`src/rtl/sfpx_pkg.sv`:
```
// Shared types and constants for the serial frame parser with XOR checksum.
package sfpx_pkg;

  localparam int unsigned BYTE_W        = 8;
  localparam int unsigned LIMIT_W       = 9;
  localparam int unsigned EVENT_W       = 3;
  localparam int unsigned FAULT_TOTAL_W = 16;
  localparam int unsigned CFG_INDEX_W   = 3;
  localparam int unsigned CFG_DATA_W    = 9;

  // Configuration register indexes
  typedef enum logic [CFG_INDEX_W-1:0] {
    REG_HEADER_FIRST   = 3'd0,
    REG_HEADER_SECOND  = 3'd1,
    REG_TAIL_FIRST     = 3'd2,
    REG_TAIL_SECOND    = 3'd3,
    REG_FUNCTION_LIMIT = 3'd4,
    REG_LENGTH_LIMIT   = 3'd5
  } cfg_reg_t;

  localparam logic [BYTE_W-1:0]  HEADER_FIRST_RST   = 8'hFF;
  localparam logic [BYTE_W-1:0]  HEADER_SECOND_RST  = 8'hFC;
  localparam logic [BYTE_W-1:0]  TAIL_FIRST_RST     = 8'hA1;
  localparam logic [BYTE_W-1:0]  TAIL_SECOND_RST    = 8'hA2;
  localparam logic [LIMIT_W-1:0] FUNCTION_LIMIT_RST = 9'd241;
  localparam logic [LIMIT_W-1:0] LENGTH_LIMIT_RST   = 9'd100;

  typedef enum logic [EVENT_W-1:0] {
    EV_ABSORB  = 3'd0,
    EV_PAYLOAD = 3'd1,
    EV_GOOD    = 3'd2,
    EV_BADSUM  = 3'd3,
    EV_FRAMING = 3'd4
  } event_t;

  typedef enum logic [2:0] {
    PH_IDLE     = 3'd0,
    PH_HEADER1  = 3'd1,
    PH_HEADER2  = 3'd2,
    PH_FUNCTION = 3'd3,
    PH_PAYLOAD  = 3'd4,
    PH_CHECKSUM = 3'd5,
    PH_TAIL1    = 3'd6,
    PH_TAIL2    = 3'd7
  } phase_t;

  typedef struct packed {
    logic [BYTE_W-1:0]  header_first;
    logic [BYTE_W-1:0]  header_second;
    logic [BYTE_W-1:0]  tail_first;
    logic [BYTE_W-1:0]  tail_second;
    logic [LIMIT_W-1:0] function_limit;
    logic [LIMIT_W-1:0] length_limit;
  } cfg_t;

  typedef struct packed {
    event_t                    event_res;
    logic [BYTE_W-1:0]         payload_byte;
    logic                      last_payload;
    logic [BYTE_W-1:0]         function_code;
    logic [BYTE_W-1:0]         payload_length;
    logic [FAULT_TOTAL_W-1:0]  fault_total;
  } result_t;

endpackage

```
`src/rtl/sfpx_in_if.sv`:
```
// Input channel carrying one received byte per transaction.
interface sfpx_in_if
  import sfpx_pkg::*;
();
  logic              valid;
  logic              ready;
  logic [BYTE_W-1:0] rx_byte;

  modport source (output valid, output rx_byte, input ready);
  modport sink (input valid, input rx_byte, output ready);
endinterface

```
`src/rtl/sfpx_out_if.sv`:
```
// Result channel carrying one parser event per transaction.
interface sfpx_out_if
  import sfpx_pkg::*;
();
  logic                     valid;
  logic                     ready;
  logic [EVENT_W-1:0]       event_res;
  logic [BYTE_W-1:0]        payload_byte;
  logic                     last_payload;
  logic [BYTE_W-1:0]        function_code;
  logic [BYTE_W-1:0]        payload_length;
  logic [FAULT_TOTAL_W-1:0] fault_total;

  modport source (
    output valid, output event_res, output payload_byte, output last_payload,
    output function_code, output payload_length, output fault_total,
    input ready
  );
  modport sink (
    input valid, input event_res, input payload_byte, input last_payload,
    input function_code, input payload_length, input fault_total,
    output ready
  );
endinterface

```
`src/rtl/sfpx_cfg_if.sv`:
```
// Configuration write channel: register index and write data.
interface sfpx_cfg_if
  import sfpx_pkg::*;
();
  logic                   valid;
  logic                   ready;
  logic [CFG_INDEX_W-1:0] index;
  logic [CFG_DATA_W-1:0]  data;

  modport source (output valid, output index, output data, input ready);
  modport sink (input valid, input index, input data, output ready);
endinterface

```
`src/rtl/sfpx_fsm.sv`:
```
// Frame state machine: phase, checksum accumulation and fault counting.
module sfpx_fsm
  import sfpx_pkg::*;
#(
  parameter int unsigned FAULT_COUNT_BITS = 16
) (
  input  logic              clk,
  input  logic              rst_n,
  input  logic              step_en,
  input  logic [BYTE_W-1:0] rx_byte,
  input  cfg_t              cfg,
  output result_t           result
);

  phase_t                      phase_r, phase_nxt;
  logic [BYTE_W-1:0]           bytes_left_r, bytes_left_nxt;
  logic [BYTE_W-1:0]           running_xor_r, running_xor_nxt;
  logic [BYTE_W-1:0]           frame_function_r, frame_function_nxt;
  logic [BYTE_W-1:0]           frame_length_r, frame_length_nxt;
  logic [BYTE_W-1:0]           checksum_seen_r, checksum_seen_nxt;
  logic [FAULT_COUNT_BITS-1:0] fault_r, fault_nxt;
  logic                        byte_ok;
  logic                        last_byte;
  logic [BYTE_W-1:0]           bytes_dec;

  assign bytes_dec = bytes_left_r - 1'b1;
  assign last_byte = (bytes_dec == '0);

  // Whether the byte fits what the current phase expects.
  always_comb begin
    case (phase_r)
      PH_IDLE:     byte_ok = (rx_byte == cfg.header_first);
      PH_HEADER1:  byte_ok = (rx_byte == cfg.header_second);
      PH_HEADER2:  byte_ok = ({1'b0, rx_byte} < cfg.function_limit);
      PH_FUNCTION: byte_ok = (rx_byte != '0) && ({1'b0, rx_byte} < cfg.length_limit);
      PH_PAYLOAD:  byte_ok = (bytes_left_r != '0);
      PH_CHECKSUM: byte_ok = 1'b1;
      PH_TAIL1:    byte_ok = (rx_byte == cfg.tail_first);
      PH_TAIL2:    byte_ok = (rx_byte == cfg.tail_second);
      default:     byte_ok = 1'b0;
    endcase
  end

  // Next state and frame bookkeeping.
  always_comb begin
    phase_nxt          = phase_r;
    bytes_left_nxt     = bytes_left_r;
    running_xor_nxt    = running_xor_r;
    frame_function_nxt = frame_function_r;
    frame_length_nxt   = frame_length_r;
    checksum_seen_nxt  = checksum_seen_r;
    fault_nxt          = fault_r;
    if (!byte_ok) begin
      phase_nxt = PH_IDLE;
      if (fault_r != '1) begin
        fault_nxt = fault_r + 1'b1;
      end
    end else begin
      case (phase_r)
        PH_IDLE: begin
          running_xor_nxt = rx_byte;
          phase_nxt       = PH_HEADER1;
        end
        PH_HEADER1: begin
          running_xor_nxt = running_xor_r ^ rx_byte;
          phase_nxt       = PH_HEADER2;
        end
        PH_HEADER2: begin
          running_xor_nxt    = running_xor_r ^ rx_byte;
          frame_function_nxt = rx_byte;
          phase_nxt          = PH_FUNCTION;
        end
        PH_FUNCTION: begin
          running_xor_nxt  = running_xor_r ^ rx_byte;
          frame_length_nxt = rx_byte;
          bytes_left_nxt   = rx_byte;
          phase_nxt        = PH_PAYLOAD;
        end
        PH_PAYLOAD: begin
          running_xor_nxt = running_xor_r ^ rx_byte;
          bytes_left_nxt  = bytes_dec;
          if (last_byte) begin
            phase_nxt = PH_CHECKSUM;
          end
        end
        PH_CHECKSUM: begin
          checksum_seen_nxt = rx_byte;
          phase_nxt         = PH_TAIL1;
        end
        PH_TAIL1: phase_nxt = PH_TAIL2;
        PH_TAIL2: phase_nxt = PH_IDLE;
        default:  phase_nxt = PH_IDLE;
      endcase
    end
  end

  // Result for the byte being processed.
  always_comb begin
    result                = '0;
    result.event_res      = EV_ABSORB;
    if (!byte_ok) begin
      result.event_res = EV_FRAMING;
    end else begin
      case (phase_r)
        PH_PAYLOAD: begin
          result.event_res    = EV_PAYLOAD;
          result.payload_byte = rx_byte;
          result.last_payload = last_byte;
        end
        PH_TAIL2: begin
          result.event_res = (running_xor_r == checksum_seen_r) ? EV_GOOD : EV_BADSUM;
        end
        default: result.event_res = EV_ABSORB;
      endcase
    end
    if (result.event_res == EV_PAYLOAD || result.event_res == EV_GOOD ||
        result.event_res == EV_BADSUM) begin
      result.function_code  = frame_function_r;
      result.payload_length = frame_length_r;
    end
    if (FAULT_COUNT_BITS > FAULT_TOTAL_W) begin
      // A count beyond the shown width reads as the all-ones value.
      result.fault_total = ((fault_nxt >> FAULT_TOTAL_W) != '0) ? '1
                                                                  : FAULT_TOTAL_W'(fault_nxt);
    end else begin
      result.fault_total = FAULT_TOTAL_W'(fault_nxt);
    end
  end

  always_ff @(posedge clk) begin
    if (!rst_n) begin
      phase_r          <= PH_IDLE;
      bytes_left_r     <= '0;
      running_xor_r    <= '0;
      frame_function_r <= '0;
      frame_length_r   <= '0;
      checksum_seen_r  <= '0;
      fault_r          <= '0;
    end else if (step_en) begin
      phase_r          <= phase_nxt;
      bytes_left_r     <= bytes_left_nxt;
      running_xor_r    <= running_xor_nxt;
      frame_function_r <= frame_function_nxt;
      frame_length_r   <= frame_length_nxt;
      checksum_seen_r  <= checksum_seen_nxt;
      fault_r          <= fault_nxt;
    end
  end

  // The payload phase is only entered with a non-zero byte count.
  a_payload_count: assert property (@(posedge clk) disable iff (!rst_n)
    phase_r == PH_PAYLOAD |-> bytes_left_r != '0)
    else $error("payload phase with no bytes left");

  // The fault count never decreases and grows by at most one per step.
  a_fault_step: assert property (@(posedge clk) disable iff (!rst_n)
    step_en |=> (fault_r == $past(fault_r)) || (fault_r == $past(fault_r) + 1'b1))
    else $error("fault count moved by more than one");

  // A framing error always sends the parser back to idle.
  a_fault_idle: assert property (@(posedge clk) disable iff (!rst_n)
    step_en && !byte_ok |=> phase_r == PH_IDLE)
    else $error("framing error did not return to idle");

endmodule

```
`src/rtl/serial_frame_parser_xor_check_unit.sv`:
```
// Top level of the serial frame parser with XOR checksum.
//
// One received byte enters per transaction on the in_ channel; every byte
// yields exactly one result transaction on the out_ channel: absorbed,
// payload byte (with a flag on the frame's final byte), frame good, checksum
// bad or framing error, along with the frame's function code and length and
// the saturating fault count.
// The cfg_ channel writes the header, tail and limit registers; it is always
// ready and is meant to be used only while no transaction is in flight.
// A byte is captured in the input register, then the frame state machine
// processes it into the result register. One byte per cycle is sustained
// while the output is not stalled.
// A stall on the output holds the result register; the input register still
// takes one more byte, after which in_ready drops until the result is taken.
// Synchronous reset empties both registers, returns the parser to idle with
// a zero fault count and restores the configuration defaults.
module serial_frame_parser_xor_check_unit
  import sfpx_pkg::*;
#(
  parameter int unsigned FAULT_COUNT_BITS = 16
) (
  input logic        clk,
  input logic        rst_n,
  sfpx_in_if.sink    in_ch,
  sfpx_out_if.source out_ch,
  sfpx_cfg_if.sink   cfg_ch
);

  cfg_t              cfg_r;
  logic              in_valid_r;
  logic [BYTE_W-1:0] in_byte_r;
  logic              out_valid_r;
  result_t           out_r;
  result_t           result;
  logic              out_free;
  logic              step_en;

  assign out_free = !out_valid_r || out_ch.ready;
  assign step_en  = in_valid_r && out_free;

  assign in_ch.ready  = !in_valid_r || out_free;
  assign cfg_ch.ready = 1'b1;

  always_ff @(posedge clk) begin
    if (!rst_n) begin
      cfg_r.header_first   <= HEADER_FIRST_RST;
      cfg_r.header_second  <= HEADER_SECOND_RST;
      cfg_r.tail_first     <= TAIL_FIRST_RST;
      cfg_r.tail_second    <= TAIL_SECOND_RST;
      cfg_r.function_limit <= FUNCTION_LIMIT_RST;
      cfg_r.length_limit   <= LENGTH_LIMIT_RST;
    end else if (cfg_ch.valid) begin
      case (cfg_reg_t'(cfg_ch.index))
        REG_HEADER_FIRST:   cfg_r.header_first   <= cfg_ch.data[BYTE_W-1:0];
        REG_HEADER_SECOND:  cfg_r.header_second  <= cfg_ch.data[BYTE_W-1:0];
        REG_TAIL_FIRST:     cfg_r.tail_first     <= cfg_ch.data[BYTE_W-1:0];
        REG_TAIL_SECOND:    cfg_r.tail_second    <= cfg_ch.data[BYTE_W-1:0];
        REG_FUNCTION_LIMIT: cfg_r.function_limit <= cfg_ch.data;
        REG_LENGTH_LIMIT:   cfg_r.length_limit   <= cfg_ch.data;
        default: ;
      endcase
    end
  end

  // Input register
  always_ff @(posedge clk) begin
    if (!rst_n) begin
      in_valid_r <= 1'b0;
    end else if (in_ch.ready) begin
      in_valid_r <= in_ch.valid;
    end
  end

  always_ff @(posedge clk) begin
    if (in_ch.valid && in_ch.ready) begin
      in_byte_r <= in_ch.rx_byte;
    end
  end

  sfpx_fsm #(
    .FAULT_COUNT_BITS(FAULT_COUNT_BITS)
  ) u_fsm (
    .clk    (clk),
    .rst_n  (rst_n),
    .step_en(step_en),
    .rx_byte(in_byte_r),
    .cfg    (cfg_r),
    .result (result)
  );

  // Result register
  always_ff @(posedge clk) begin
    if (!rst_n) begin
      out_valid_r <= 1'b0;
    end else if (out_free) begin
      out_valid_r <= in_valid_r;
    end
  end

  always_ff @(posedge clk) begin
    if (step_en) begin
      out_r <= result;
    end
  end

  assign out_ch.valid          = out_valid_r;
  assign out_ch.event_res      = out_r.event_res;
  assign out_ch.payload_byte   = out_r.payload_byte;
  assign out_ch.last_payload   = out_r.last_payload;
  assign out_ch.function_code  = out_r.function_code;
  assign out_ch.payload_length = out_r.payload_length;
  assign out_ch.fault_total    = out_r.fault_total;

  // A held byte in the input register stays put until it is processed.
  a_in_hold: assert property (@(posedge clk) disable iff (!rst_n)
    in_valid_r && !step_en |=> in_valid_r && $stable(in_byte_r))
    else $error("input register lost a byte");

  // The input side only blocks when both registers are full and stalled.
  a_ready: assert property (@(posedge clk) disable iff (!rst_n)
    !in_ch.ready |-> in_valid_r && out_valid_r && !out_ch.ready)
    else $error("input blocked without a stall");

  // The final-payload flag only travels with a payload event.
  a_last_flag: assert property (@(posedge clk) disable iff (!rst_n)
    out_valid_r && out_r.last_payload |-> out_r.event_res == EV_PAYLOAD)
    else $error("last payload flag on a non-payload event");

  // Payload events always carry a non-zero frame length.
  a_len_nonzero: assert property (@(posedge clk) disable iff (!rst_n)
    out_valid_r && out_r.event_res == EV_PAYLOAD |-> out_r.payload_length != '0)
    else $error("payload event with zero frame length");

endmodule
```
`src/flat_wrapper.sv`:
```
// flat-port wrapper written by rule: the top's interface ports become plain ports
module serial_frame_parser_xor_check_unit_flat import sfpx_pkg::*;
#(
  parameter int unsigned FAULT_COUNT_BITS = 16
)
  (clk, rst_n, in_ch_valid, in_ch_rx_byte, in_ch_ready, out_ch_valid, out_ch_event_res, out_ch_payload_byte, out_ch_last_payload, out_ch_function_code, out_ch_payload_length, out_ch_fault_total, out_ch_ready, cfg_ch_valid, cfg_ch_index, cfg_ch_data, cfg_ch_ready);
  sfpx_in_if in_ch_i ();
  sfpx_out_if out_ch_i ();
  sfpx_cfg_if cfg_ch_i ();
  input logic clk;
  input logic rst_n;
  input wire logic [$bits(in_ch_i.valid)-1:0] in_ch_valid;
  input wire logic [$bits(in_ch_i.rx_byte)-1:0] in_ch_rx_byte;
  output wire logic [$bits(in_ch_i.ready)-1:0] in_ch_ready;
  output wire logic [$bits(out_ch_i.valid)-1:0] out_ch_valid;
  output wire logic [$bits(out_ch_i.event_res)-1:0] out_ch_event_res;
  output wire logic [$bits(out_ch_i.payload_byte)-1:0] out_ch_payload_byte;
  output wire logic [$bits(out_ch_i.last_payload)-1:0] out_ch_last_payload;
  output wire logic [$bits(out_ch_i.function_code)-1:0] out_ch_function_code;
  output wire logic [$bits(out_ch_i.payload_length)-1:0] out_ch_payload_length;
  output wire logic [$bits(out_ch_i.fault_total)-1:0] out_ch_fault_total;
  input wire logic [$bits(out_ch_i.ready)-1:0] out_ch_ready;
  input wire logic [$bits(cfg_ch_i.valid)-1:0] cfg_ch_valid;
  input wire logic [$bits(cfg_ch_i.index)-1:0] cfg_ch_index;
  input wire logic [$bits(cfg_ch_i.data)-1:0] cfg_ch_data;
  output wire logic [$bits(cfg_ch_i.ready)-1:0] cfg_ch_ready;
  assign in_ch_i.valid = in_ch_valid;
  assign in_ch_i.rx_byte = in_ch_rx_byte;
  assign in_ch_ready = in_ch_i.ready;
  assign out_ch_valid = out_ch_i.valid;
  assign out_ch_event_res = out_ch_i.event_res;
  assign out_ch_payload_byte = out_ch_i.payload_byte;
  assign out_ch_last_payload = out_ch_i.last_payload;
  assign out_ch_function_code = out_ch_i.function_code;
  assign out_ch_payload_length = out_ch_i.payload_length;
  assign out_ch_fault_total = out_ch_i.fault_total;
  assign out_ch_i.ready = out_ch_ready;
  assign cfg_ch_i.valid = cfg_ch_valid;
  assign cfg_ch_i.index = cfg_ch_index;
  assign cfg_ch_i.data = cfg_ch_data;
  assign cfg_ch_ready = cfg_ch_i.ready;
  serial_frame_parser_xor_check_unit #(.FAULT_COUNT_BITS(FAULT_COUNT_BITS)) u_core (.clk(clk), .rst_n(rst_n), .in_ch(in_ch_i), .out_ch(out_ch_i), .cfg_ch(cfg_ch_i));
endmodule
```
`config.mk`:
```
export PLATFORM = sky130hd
export DESIGN_NAME = serial_frame_parser_xor_check_unit_flat
export DESIGN_NICKNAME = d
export VERILOG_FILES = /design/src/rtl/sfpx_pkg.sv /design/src/rtl/sfpx_in_if.sv /design/src/rtl/sfpx_out_if.sv /design/src/rtl/sfpx_cfg_if.sv /design/src/rtl/sfpx_fsm.sv /design/src/rtl/serial_frame_parser_xor_check_unit.sv /design/src/flat_wrapper.sv
export SDC_FILE = /design/constraint.sdc
export NUM_CORES = 1
export LEC_CHECK = 0
export ABC_AREA = 1
export BUFFER_PORTS_ARGS = -buffer_cell sky130_fd_sc_hd__buf_2
export CORE_MARGIN = 2
export CORE_UTILIZATION = 64
export DETAILED_ROUTE_END_ITERATION = 7
export PLACE_DENSITY = 0.82
export SYNTH_ARGS = -nofsm -noshare
export SYNTH_HDL_FRONTEND = slang
export SYNTH_SLANG_ARGS = --single-unit
```
`constraint.sdc`:
```
create_clock -name clk -period 6 [get_ports clk]
set_input_delay 0.9 -clock clk [delete_from_list [all_inputs] [get_ports clk]]
set_output_delay 0.9 -clock clk [all_outputs]
set_load 0.005 [all_outputs]
```
---- After elaboration in Yosys (flattened, before gate mapping) ----
Index checks and enable logic that the tools add are counted.
W data, S select, Z words.
cells by class
  $add $sub $neg .......................... 2
  magnitude comparators ................... 2
  eq/ne operators ......................... 22
  mux-type cells .......................... 11
  bitwise logic cells ..................... 1
  reductions and logical operators ........ 30
operator list
  cell                     count
  $eq A8 B8 Y1             5
  $mux W16                 2
  $pmux W8 S2              2
  $pmux W3 S8              1
  $eq A3 B2 Y1 const B     6
  $eq A3 B3 Y1 const B     6
  $lt A8 B9 Y1             2
  $add A16 B1 Y16 const B  1
  $ne A16 B16 Y1 const B   1
  $reduce_and A2 Y1        8
  $reduce_bool A8 Y1       2
  $reduce_and A3 Y1        5
  $eq A3 B1 Y1 const B     3
  $mux W3                  3
  $logic_not A8 Y1         1
  $pmux W1 S8              1
  $sub A8 B1 Y8 const B    1
  $xor A8 B8 Y8            1
  $logic_not A3 Y1         2
  $logic_or A1 B1 Y1       4
  $pmux W2 S2              1
  $reduce_bool A2 Y1       2
  $reduce_or A4 Y1         1
  $logic_and A1 B1 Y1      3
  3 further kinds          4
word-level totals
  register bits ........................... 163
  bits of input ports ..................... 25
  output and inout port bits .............. 47
  word-level logic and storage cells ...... 90

---- Logic depth before layout (Yosys ltp) ----
Gate-level depths: netlist of run 1.
  word-level depth ........................ 7
  gate-level depth with buffers ........... 18
  mapped depth without buffers ............ 17

---- Hierarchy ----
Synthesis of run 1 repeated with hierarchy kept, for this count alone.
second synthesis, totals
  cell total of the unflattened synthesis .. 1107
  area, all modules ....................... 8378.0 um^2
by module, submodules not included
  module                              instances  cells an instance  area each (um^2)  seq. area each (um^2)
  sfpx_fsm                            1          775                4808.4            1181.1
  serial_frame_parser_xor_check_unit  1          332                3569.7            2602.5

---- Worst setup path after synthesis of run 1 ----
Ideal clock, no wire load.
  path kind ............................... input-to-reg
  start ................................... input port out_ch_ready
  end ..................................... register u_core.out_r, in the netlist u_core.out_ch.event_res[0] (enable)
  setup time .............................. 0.426 ns
  arrival ................................. 3.003 ns
  setup slack ............................. 2.571 ns
  cell stages on the path ................. 6
  path buffers ............................ 2
  cell sequence ........................... inv_1 nand2_1 nand2_1 inv_1 buf_1 clkbuf_1
on the way
  longest elaborated chain between the ends .. 2
ends and longest elaborated chain
  element                 line                                       text
  start: declaration      flat_wrapper.sv:22                         input wire logic [$bits(out_ch_i.ready)-1:0] out_ch_ready;
  $logic_or A1 B1 Y1      serial_frame_parser_xor_check_unit.sv:38   assign out_free = !out_valid_r || out_ch.ready;
  $logic_and A1 B1 Y1     serial_frame_parser_xor_check_unit.sv:39   assign step_en = in_valid_r && out_free;
  via u_core.step_en      serial_frame_parser_xor_check_unit.sv:36   logic step_en;
  end signal: assignment  serial_frame_parser_xor_check_unit.sv:102  out_r <= result;
  end: declaration        serial_frame_parser_xor_check_unit.sv:33   result_t out_r;
The timed path passes the listed nets, and every way through them passes these cells.
A chain may end at the register's enable or synchronous reset.

---- Final worst setup path of run 1 ----
  start ................................... register u_core.u_fsm.phase_r[2]
  end ..................................... register u_core.out_r, in the netlist u_core.out_ch.function_code[1] (data pin)
on the way
  longest elaborated chain between the ends .. 6
  elaborated cells between the ends (all ways) .. 16
ends and longest elaborated chain
  element                                       line                             text
  start: declaration                            sfpx_fsm.sv:15                   phase_t phase_r, phase_nxt;
  start signal: assignment                      sfpx_fsm.sv:140                  phase_r <= phase_nxt;
  $eq A3 B3 Y1 (tied with other cells)          sfpx_fsm.sv:31, sfpx_fsm.sv:104
  $pmux W1 S8 or $pmux W2 S2 (tied branches)    sfpx_fsm.sv:31, sfpx_fsm.sv:104
  $mux W3 *                                     sfpx_fsm.sv:101                  if (!byte_ok) begin
  $eq A3 B1 Y1 or $eq A3 B2 Y1 (tied branches)  sfpx_fsm.sv:116                  if (result.event_res == EV_PAYLOAD || result.event_res == EV_GOOD ||
  $logic_or A1 B1 Y1                            sfpx_fsm.sv:116
  $logic_or A1 B1 Y1 *                          sfpx_fsm.sv:116
Every way passes the cells marked *; elsewhere a longest branch is shown, timed or not.

==> results.sh, run 1 <==
export IMPL_ys_seq_area_share_pct=47.53
export IMPL_synth_area_sq_um=7960
export IMPL_seq_area_sq_um=3784
export IMPL_clk_pin_slew_worst_paths_ns=0.06
export IMPL_worstMarginPinSlew_ns=1.168
export IMPL_h_tree_depth=4
export IMPL_required_ns=6.26
export IMPL_synthMostInstantiatedCell="nand2_1"
export IMPL_synth_xor_area_share_pct=3.631
export IMPL_clockBufferDepth=2
export IMPL_drv_cap=0
export IMPL_synthCells=1061
export IMPL_drc=0
export IMPL_yosys_area_top_type="dfxtp_1"
export IMPL_timing_critical_path_slowest_stage_cell="dfxtp_1"
export IMPL_arrival_ns=3.80
export IMPL_insertion_delay_ns=0.43
export IMPL_irDropWorstVdd_v=0.0002301
export IMPL_grt_pass1_vias=6285
export IMPL_place_hpwl_mm=11.96
export IMPL_clock_fmax_mhz=282.4
export IMPL_clock_sinks=163
export IMPL_wire_per_inst_um=13.88
export IMPL_start_util_pct=66.00
export IMPL_async_reset_ff_share_pct=0
export IMPL_hold_viol=0
export IMPL_synth_cell_types=33
export IMPL_vias=6924
export IMPL_die_area_sq_um=13350
export IMPL_wl_mm=18.00
export IMPL_antenna_cells=0
export IMPL_synthAdderAreaFrac_pct=3.301
export IMPL_root_buffer="clkbuf_16"
export IMPL_row_count=40
export IMPL_synth_seq_cells=163
export IMPL_muxShareOfSynthArea_pct=0
export IMPL_multi_input_area_sq_um=3511
export IMPL_synth_top_family_by_area="simple AND/OR/NAND/NOR gates"
export IMPL_die_w_um=115.5
export IMPL_grt_ovfl_total=0
export IMPL_slowest_delay_ns=0.71
export IMPL_final_cell_area_sq_um=8935
export IMPL_rsz0062_at_grt="false"
export IMPL_fin_crit_ns=3.541
export IMPL_p_leak_uw=0.004134
export IMPL_nets=1162
export IMPL_path_class="register to register"
export IMPL_die_h_um=115.5
export IMPL_grt_max_degree=70
export IMPL_slew_headroom_pct=21.61
export IMPL_drv_slew=0
export IMPL_reg2reg_slack_ns=2.46
export IMPL_postCtsSetupRepairBufs=0
export IMPL_ctsResizeCount=0
export IMPL_synth_area_top_cells="dfxtp_1 28%, edfxtp_1 20%, nand2_1 13%, nor2_1 7.2%, inv_1 5.9%"
export IMPL_synth_fp_nets=1107
export IMPL_finalSetupViolCount=0
export IMPL_p_per_area_nw_per_um2=268.9
export IMPL_hp_class="register to register"
export IMPL_crit_path_end_kind="register"
export IMPL_grtUsageTotal_pct=28.49
export IMPL_core_sq_um=12060
export IMPL_gp_congestion=0.9650
export IMPL_synth_compound_area_share_pct=8.504
export IMPL_placement_io_buffers=70
export IMPL_routed_via_density=5.338
export IMPL_drive_above_1_share_pct=10.72
export IMPL_cts_tree="yes"
export IMPL_cts_made_buffers=17
export IMPL_period_share_pct=59.02
export IMPL_ant_nets=0
export IMPL_yosysWarnings=0
export IMPL_whs_ns=0.4563
export IMPL_pin_count=72
export IMPL_critPathLaunchType="register"
export IMPL_synth_edf_count=52
export IMPL_placed_cell_area_sq_um=8388
export IMPL_postCtsHoldBufs=0
export IMPL_fillCellCount=992
export IMPL_area_delta_synth_final_pct=12.24
export IMPL_setup_tns_ns=0
export IMPL_antenna_found_initial=0
export IMPL_drt_initial_drc_count=569
export IMPL_status="finished clean"
export IMPL_yosys_area_top_type_share_pct=27.92
export IMPL_synth_main_ff_cell="dfxtp_1"
export IMPL_avgSynthCellArea_sq_um=7.502
export IMPL_yosys_area_share_simple_pct=28.62
export IMPL_final_setup_skew_ns=0.008705
export IMPL_cp_cell_sequence="inv_2 -> nand3_1 -> nand2_2 -> inv_2 -> nand2_1 -> nand3_1 -> nand2_1 -> nand2_1 -> nand3_1 -> o21bai_4 -> buf_4 -> o21ai_1 -> nor2_1"
export IMPL_path_max_fanout=44
export IMPL_drt_pass1_iterations=5
export IMPL_synth_common_cells="270 x nand2_1, 153 x nor2_1, 126 x inv_1"
export IMPL_grt_pass1_wl_mm=29.71
-- area by class of cell --
type / instances / area share (%)
inverters: 134 / 5.629
repair buffers: 74 / 4.257
clock inverters: 11 / 0.9663
well taps: 168 / 2.353
clock buffers: 21 / 5.153
multi-input cells: 726 / 39.29
flip-flops and latches: 163 / 42.35
-- where the power goes --
part	internal, uW	switching (uW)
Sequential	1180	32.5
Combinational	62.7	126
Clock	586	418
-- stage by stage --
stage                     cells  total power, uW  utilization [%]  worst slack (ns)
final                      1297             2403            74.08             2.459
after global routing       1297             2491            74.08             2.167
after CTS                  1297             2412            74.08             2.517
after detailed placement   1265             1418            69.54             2.567
after global placement     1265             1414            69.54             2.524
after floorplan            1061             1353                -             2.571
-- routing by layer --
metal | wire, um | global-route usage (%)
met1 | 7828 | 36.57
met2 | 8729 | 46.98
met3 | 1030 | 6.381
met4 | 408 | 11.33
met5 | 0 | 0
-- worst max-delay path: cells and delay by family, from the launching register on --
kind	cells	cell delay, ns
AO/OA/AOI/OAI	2	0.68
buffers and inverters	3	0.83
flip-flops	1	0.71
AND/OR/NAND/NOR	8	1.14
-- registers in the layout, indices dropped and copies added (netlist names) --
name,count
u_core.cfg_r,50
u_core.out_ch.fault_total,16
u_core.u_fsm.fault_r,16
u_core.in_byte_r,8
u_core.out_ch.function_code,8
u_core.out_ch.payload_byte,8
u_core.out_ch.payload_length,8
u_core.u_fsm.bytes_left_r,8
u_core.u_fsm.checksum_seen_r,8
u_core.u_fsm.frame_function_r,8
u_core.u_fsm.frame_length_r,8
u_core.u_fsm.running_xor_r,8
u_core.out_ch.event_res,3
u_core.u_fsm.phase_r,3
u_core.in_valid_r,1
u_core.out_ch.last_payload,1
u_core.out_ch.valid,1
-- final timing paths --
kind | startpoint | cells after the start | endpoint
min | u_core.cfg_r[7]$_SDFFE_PN0P_ | 2 | u_core.cfg_r[7]$_SDFFE_PN0P_
max | u_core.u_fsm.phase_r[2]$_SDFFE_PN0P_ | 13 | u_core.out_ch.function_code[1]$_SDFFCE_PN0P_
max reg2reg | u_core.u_fsm.phase_r[2]$_SDFFE_PN0P_ | 13 | u_core.out_ch.function_code[1]$_SDFFCE_PN0P_
min reg2reg | u_core.cfg_r[7]$_SDFFE_PN0P_ | 2 | u_core.cfg_r[7]$_SDFFE_PN0P_
-- cells in the final DEF, fill, tap and decap left out, drive strengths merged, types with 31 or more instances in the layout --
master	count
buf	74
nand3	67
nand2	271
dfxtp	111
nor2	154
xor2	31
inv	133
a21oi	56
edfxtp	52
o21ai	56
-- cells by family (layout without fill, tap and decap cells) --
| logic type | after synthesis | in the layout |
|---|---|---|
| AOI/OAI and AO/OA | 126 | 126 |
| xor gates and xnor gates | 33 | 33 |
| adders and majority gates | 21 | 21 |
| buffers and inverters | 172 | 240 |
| DFF | 163 | 163 |
| other | 1 | 1 |
| and+or+nand+nor | 545 | 545 |
Note: power is estimated with default switching activity, not from simulation.
==> inputs of run 2 (changes only) <==
--- a/config.mk
+++ b/config.mk
@@ -8,9 +8,9 @@
 export ABC_AREA = 1
 export BUFFER_PORTS_ARGS = -buffer_cell sky130_fd_sc_hd__buf_2
 export CORE_MARGIN = 2
-export CORE_UTILIZATION = 64
+export CORE_UTILIZATION = 60
 export DETAILED_ROUTE_END_ITERATION = 7
-export PLACE_DENSITY = 0.82
+export PLACE_DENSITY = 0.77
 export SYNTH_ARGS = -nofsm -noshare
 export SYNTH_HDL_FRONTEND = slang
 export SYNTH_SLANG_ARGS = --single-unit
==> constraint.sdc (replaced) <==
create_clock -name clk -period 3.6 [get_ports clk]
set_input_delay 0.54 -clock clk [delete_from_list [all_inputs] [get_ports clk]]
set_output_delay 0.54 -clock clk [all_outputs]
set_load 0.005 [all_outputs]
==> results.sh, run 2 (same netlist as run 1, synthesis figures left out) <==
export IMPL_crit_path_end_kind="register"
export IMPL_clock_fmax_mhz=313.8
export IMPL_pin_count=72
export IMPL_row_count=42
export IMPL_finalSetupViolCount=0
export IMPL_regMostFlops="u_core.cfg_r"
export IMPL_clk_pin_slew_worst_paths_ns=0.06
export IMPL_drv_slew=0
export IMPL_grt_pass1_wl_mm=31.11
export IMPL_p_per_area_nw_per_um2=463.5
export IMPL_final_setup_skew_ns=0.007290
export IMPL_die_area_sq_um=14200
export IMPL_largest_register_ffs=50
export IMPL_drt_pass1_iterations=6
export IMPL_die_w_um=119.2
export IMPL_ant_nets=0
export IMPL_grt_max_degree=69
export IMPL_ctsResizeCount=0
export IMPL_hp_class="input pin to register"
export IMPL_h_tree_depth=4
export IMPL_hold_start="in_ch_rx_byte[4]"
export IMPL_place_hpwl_mm=12.45
export IMPL_drc=0
export IMPL_critPathLaunch="u_core.u_fsm.phase_r[1]$_SDFFE_PN0P_"
export IMPL_critPathLaunchType="register"
export IMPL_drive_above_1_share_pct=11.53
export IMPL_antenna_found_initial=0
export IMPL_antenna_cells=0
export IMPL_vias=6979
export IMPL_required_ns=3.93
export IMPL_clockBufferDepth=2
export IMPL_timing_rr_start="u_core.u_fsm.phase_r[1]$_SDFFE_PN0P_"
export IMPL_path_max_fanout=25
export IMPL_fillCellCount=1095
export IMPL_arrival_ns=3.52
export IMPL_setup_tns_ns=0
export IMPL_gp_congestion=0.9324
export IMPL_p_leak_uw=0.004215
export IMPL_wl_mm=18.39
export IMPL_grt_pass1_vias=6583
export IMPL_final_cell_mix="270 x nand2_1, 153 x nor2_1, 125 x inv_1, 110 x dfxtp_1, 70 x buf_2"
export IMPL_grt_ovfl_total=0
export IMPL_root_buffer="clkbuf_16"
export IMPL_cts_tree="yes"
export IMPL_insertion_delay_ns=0.44
export IMPL_fin_util_pct=69.36
export IMPL_nets=1169
export IMPL_core_sq_um=13090
export IMPL_worstMarginPinSlew_ns=0.8810
export IMPL_wire_per_inst_um=14.02
export IMPL_path_class="register to register"
export IMPL_postCtsSetupRepairBufs=0
export IMPL_start_util_pct=60.83
export IMPL_die_h_um=119.2
export IMPL_hold_viol=0
export IMPL_multi_input_area_sq_um=3511
export IMPL_period_share_pct=88.53
export IMPL_grtUsageTotal_pct=27.39
export IMPL_area_delta_synth_final_pct=14.02
export IMPL_fin_crit_ns=3.187
export IMPL_mostFrequentLayoutCell="nand2_1"
export IMPL_cts_made_buffers=17
export IMPL_fin_cells=1312
export IMPL_irDropWorstVdd_v=0.0003128
export IMPL_placement_io_buffers=70
export IMPL_status="finished clean"
export IMPL_routed_via_density=5.319
export IMPL_drt_initial_drc_count=725
export IMPL_rsz0062_at_grt="false"
export IMPL_postCtsHoldBufs=0
export IMPL_slew_headroom_pct=40.90
export IMPL_seq_area_sq_um=3785
export IMPL_dp_cells=1280
export IMPL_clock_sinks=163
export IMPL_drv_cap=0
[run 2: cell count changes in the layout (fill, tap and decap cells not counted), moves of 2 or more]
cell and change:
clkinvlp_4 -3, inv_6 +2, buf_4 +6, inv_4 +2, clkinv_2 -2, clkbuf_16 +2
[run 2: path summary, 6_finish.rpt]
path	end	slack, ns	depth (start not counted)
setup reg to reg	u_core.u_fsm.fault_r[14]$_SDFFE_PN0P_	0.41	14
hold reg to reg	u_core.cfg_r[1]$_SDFFE_PN0P_	0.46	2
setup / recovery	u_core.u_fsm.fault_r[14]$_SDFFE_PN0P_	0.41	14
hold / removal	u_core.in_byte_r[4]$_DFFE_PP_	0.28	1
[run 2: cell type report]
type                    instances  share of cell area [%]
flip-flops and latches        163                   41.70
multi-input cells             726                   38.68
inverters                     134                   5.542
clock buffers                  21                   5.431
repair buffers                 81                   4.908
well taps                     176                   2.426
clock inverters                11                   1.310
[run 2: power by group]
part	switching [uW]	total [uW]	internal [uW]
logic	210	320	110
registers	54.3	2020	1960
clock network	748	1870	1120
total	1010	4210	3190
[run 2: per-layer routing]
metal	global-route usage, %	share of wire [%]	wire [um]
met1	34.65	43	7865
met2	45.15	48	8856
met3	4.741	5.7	1046
met4	13.99	3.4	624
met5	0	0	0
[run 2: critical path, cell delays in order, from the launching register on]
cell and delay [ns]:
dfxtp_1 0.64, inv_2 0.17, nand3_1 0.22, nand2_2 0.21
inv_2 0.19, nand2_1 0.08, nand3_1 0.10, nand2_1 0.07
nor2_1 0.09, nand3_1 0.12, o21bai_4 0.44, buf_4 0.37
o21ai_0 0.15, o21ai_0 0.17, inv_1 0.05
[run 2: through the flow]
step | hold slack (ns) | power [uW] | area [sq um] | setup slack, ns
2_1_floorplan | 0.4211 | 2255 | 7960 | 0.5309
3_3_place_gp | 0.4480 | 2363 | 8463 | 0.5662
3_5_place_dp | 0.4525 | 2369 | 8463 | 0.4658
4_1_cts | 0.2709 | 4216 | 9075 | 0.4307
5_1_grt | 0.2830 | 4344 | 9076 | 0.006774
6_report | 0.2810 | 4207 | 9076 | 0.4130
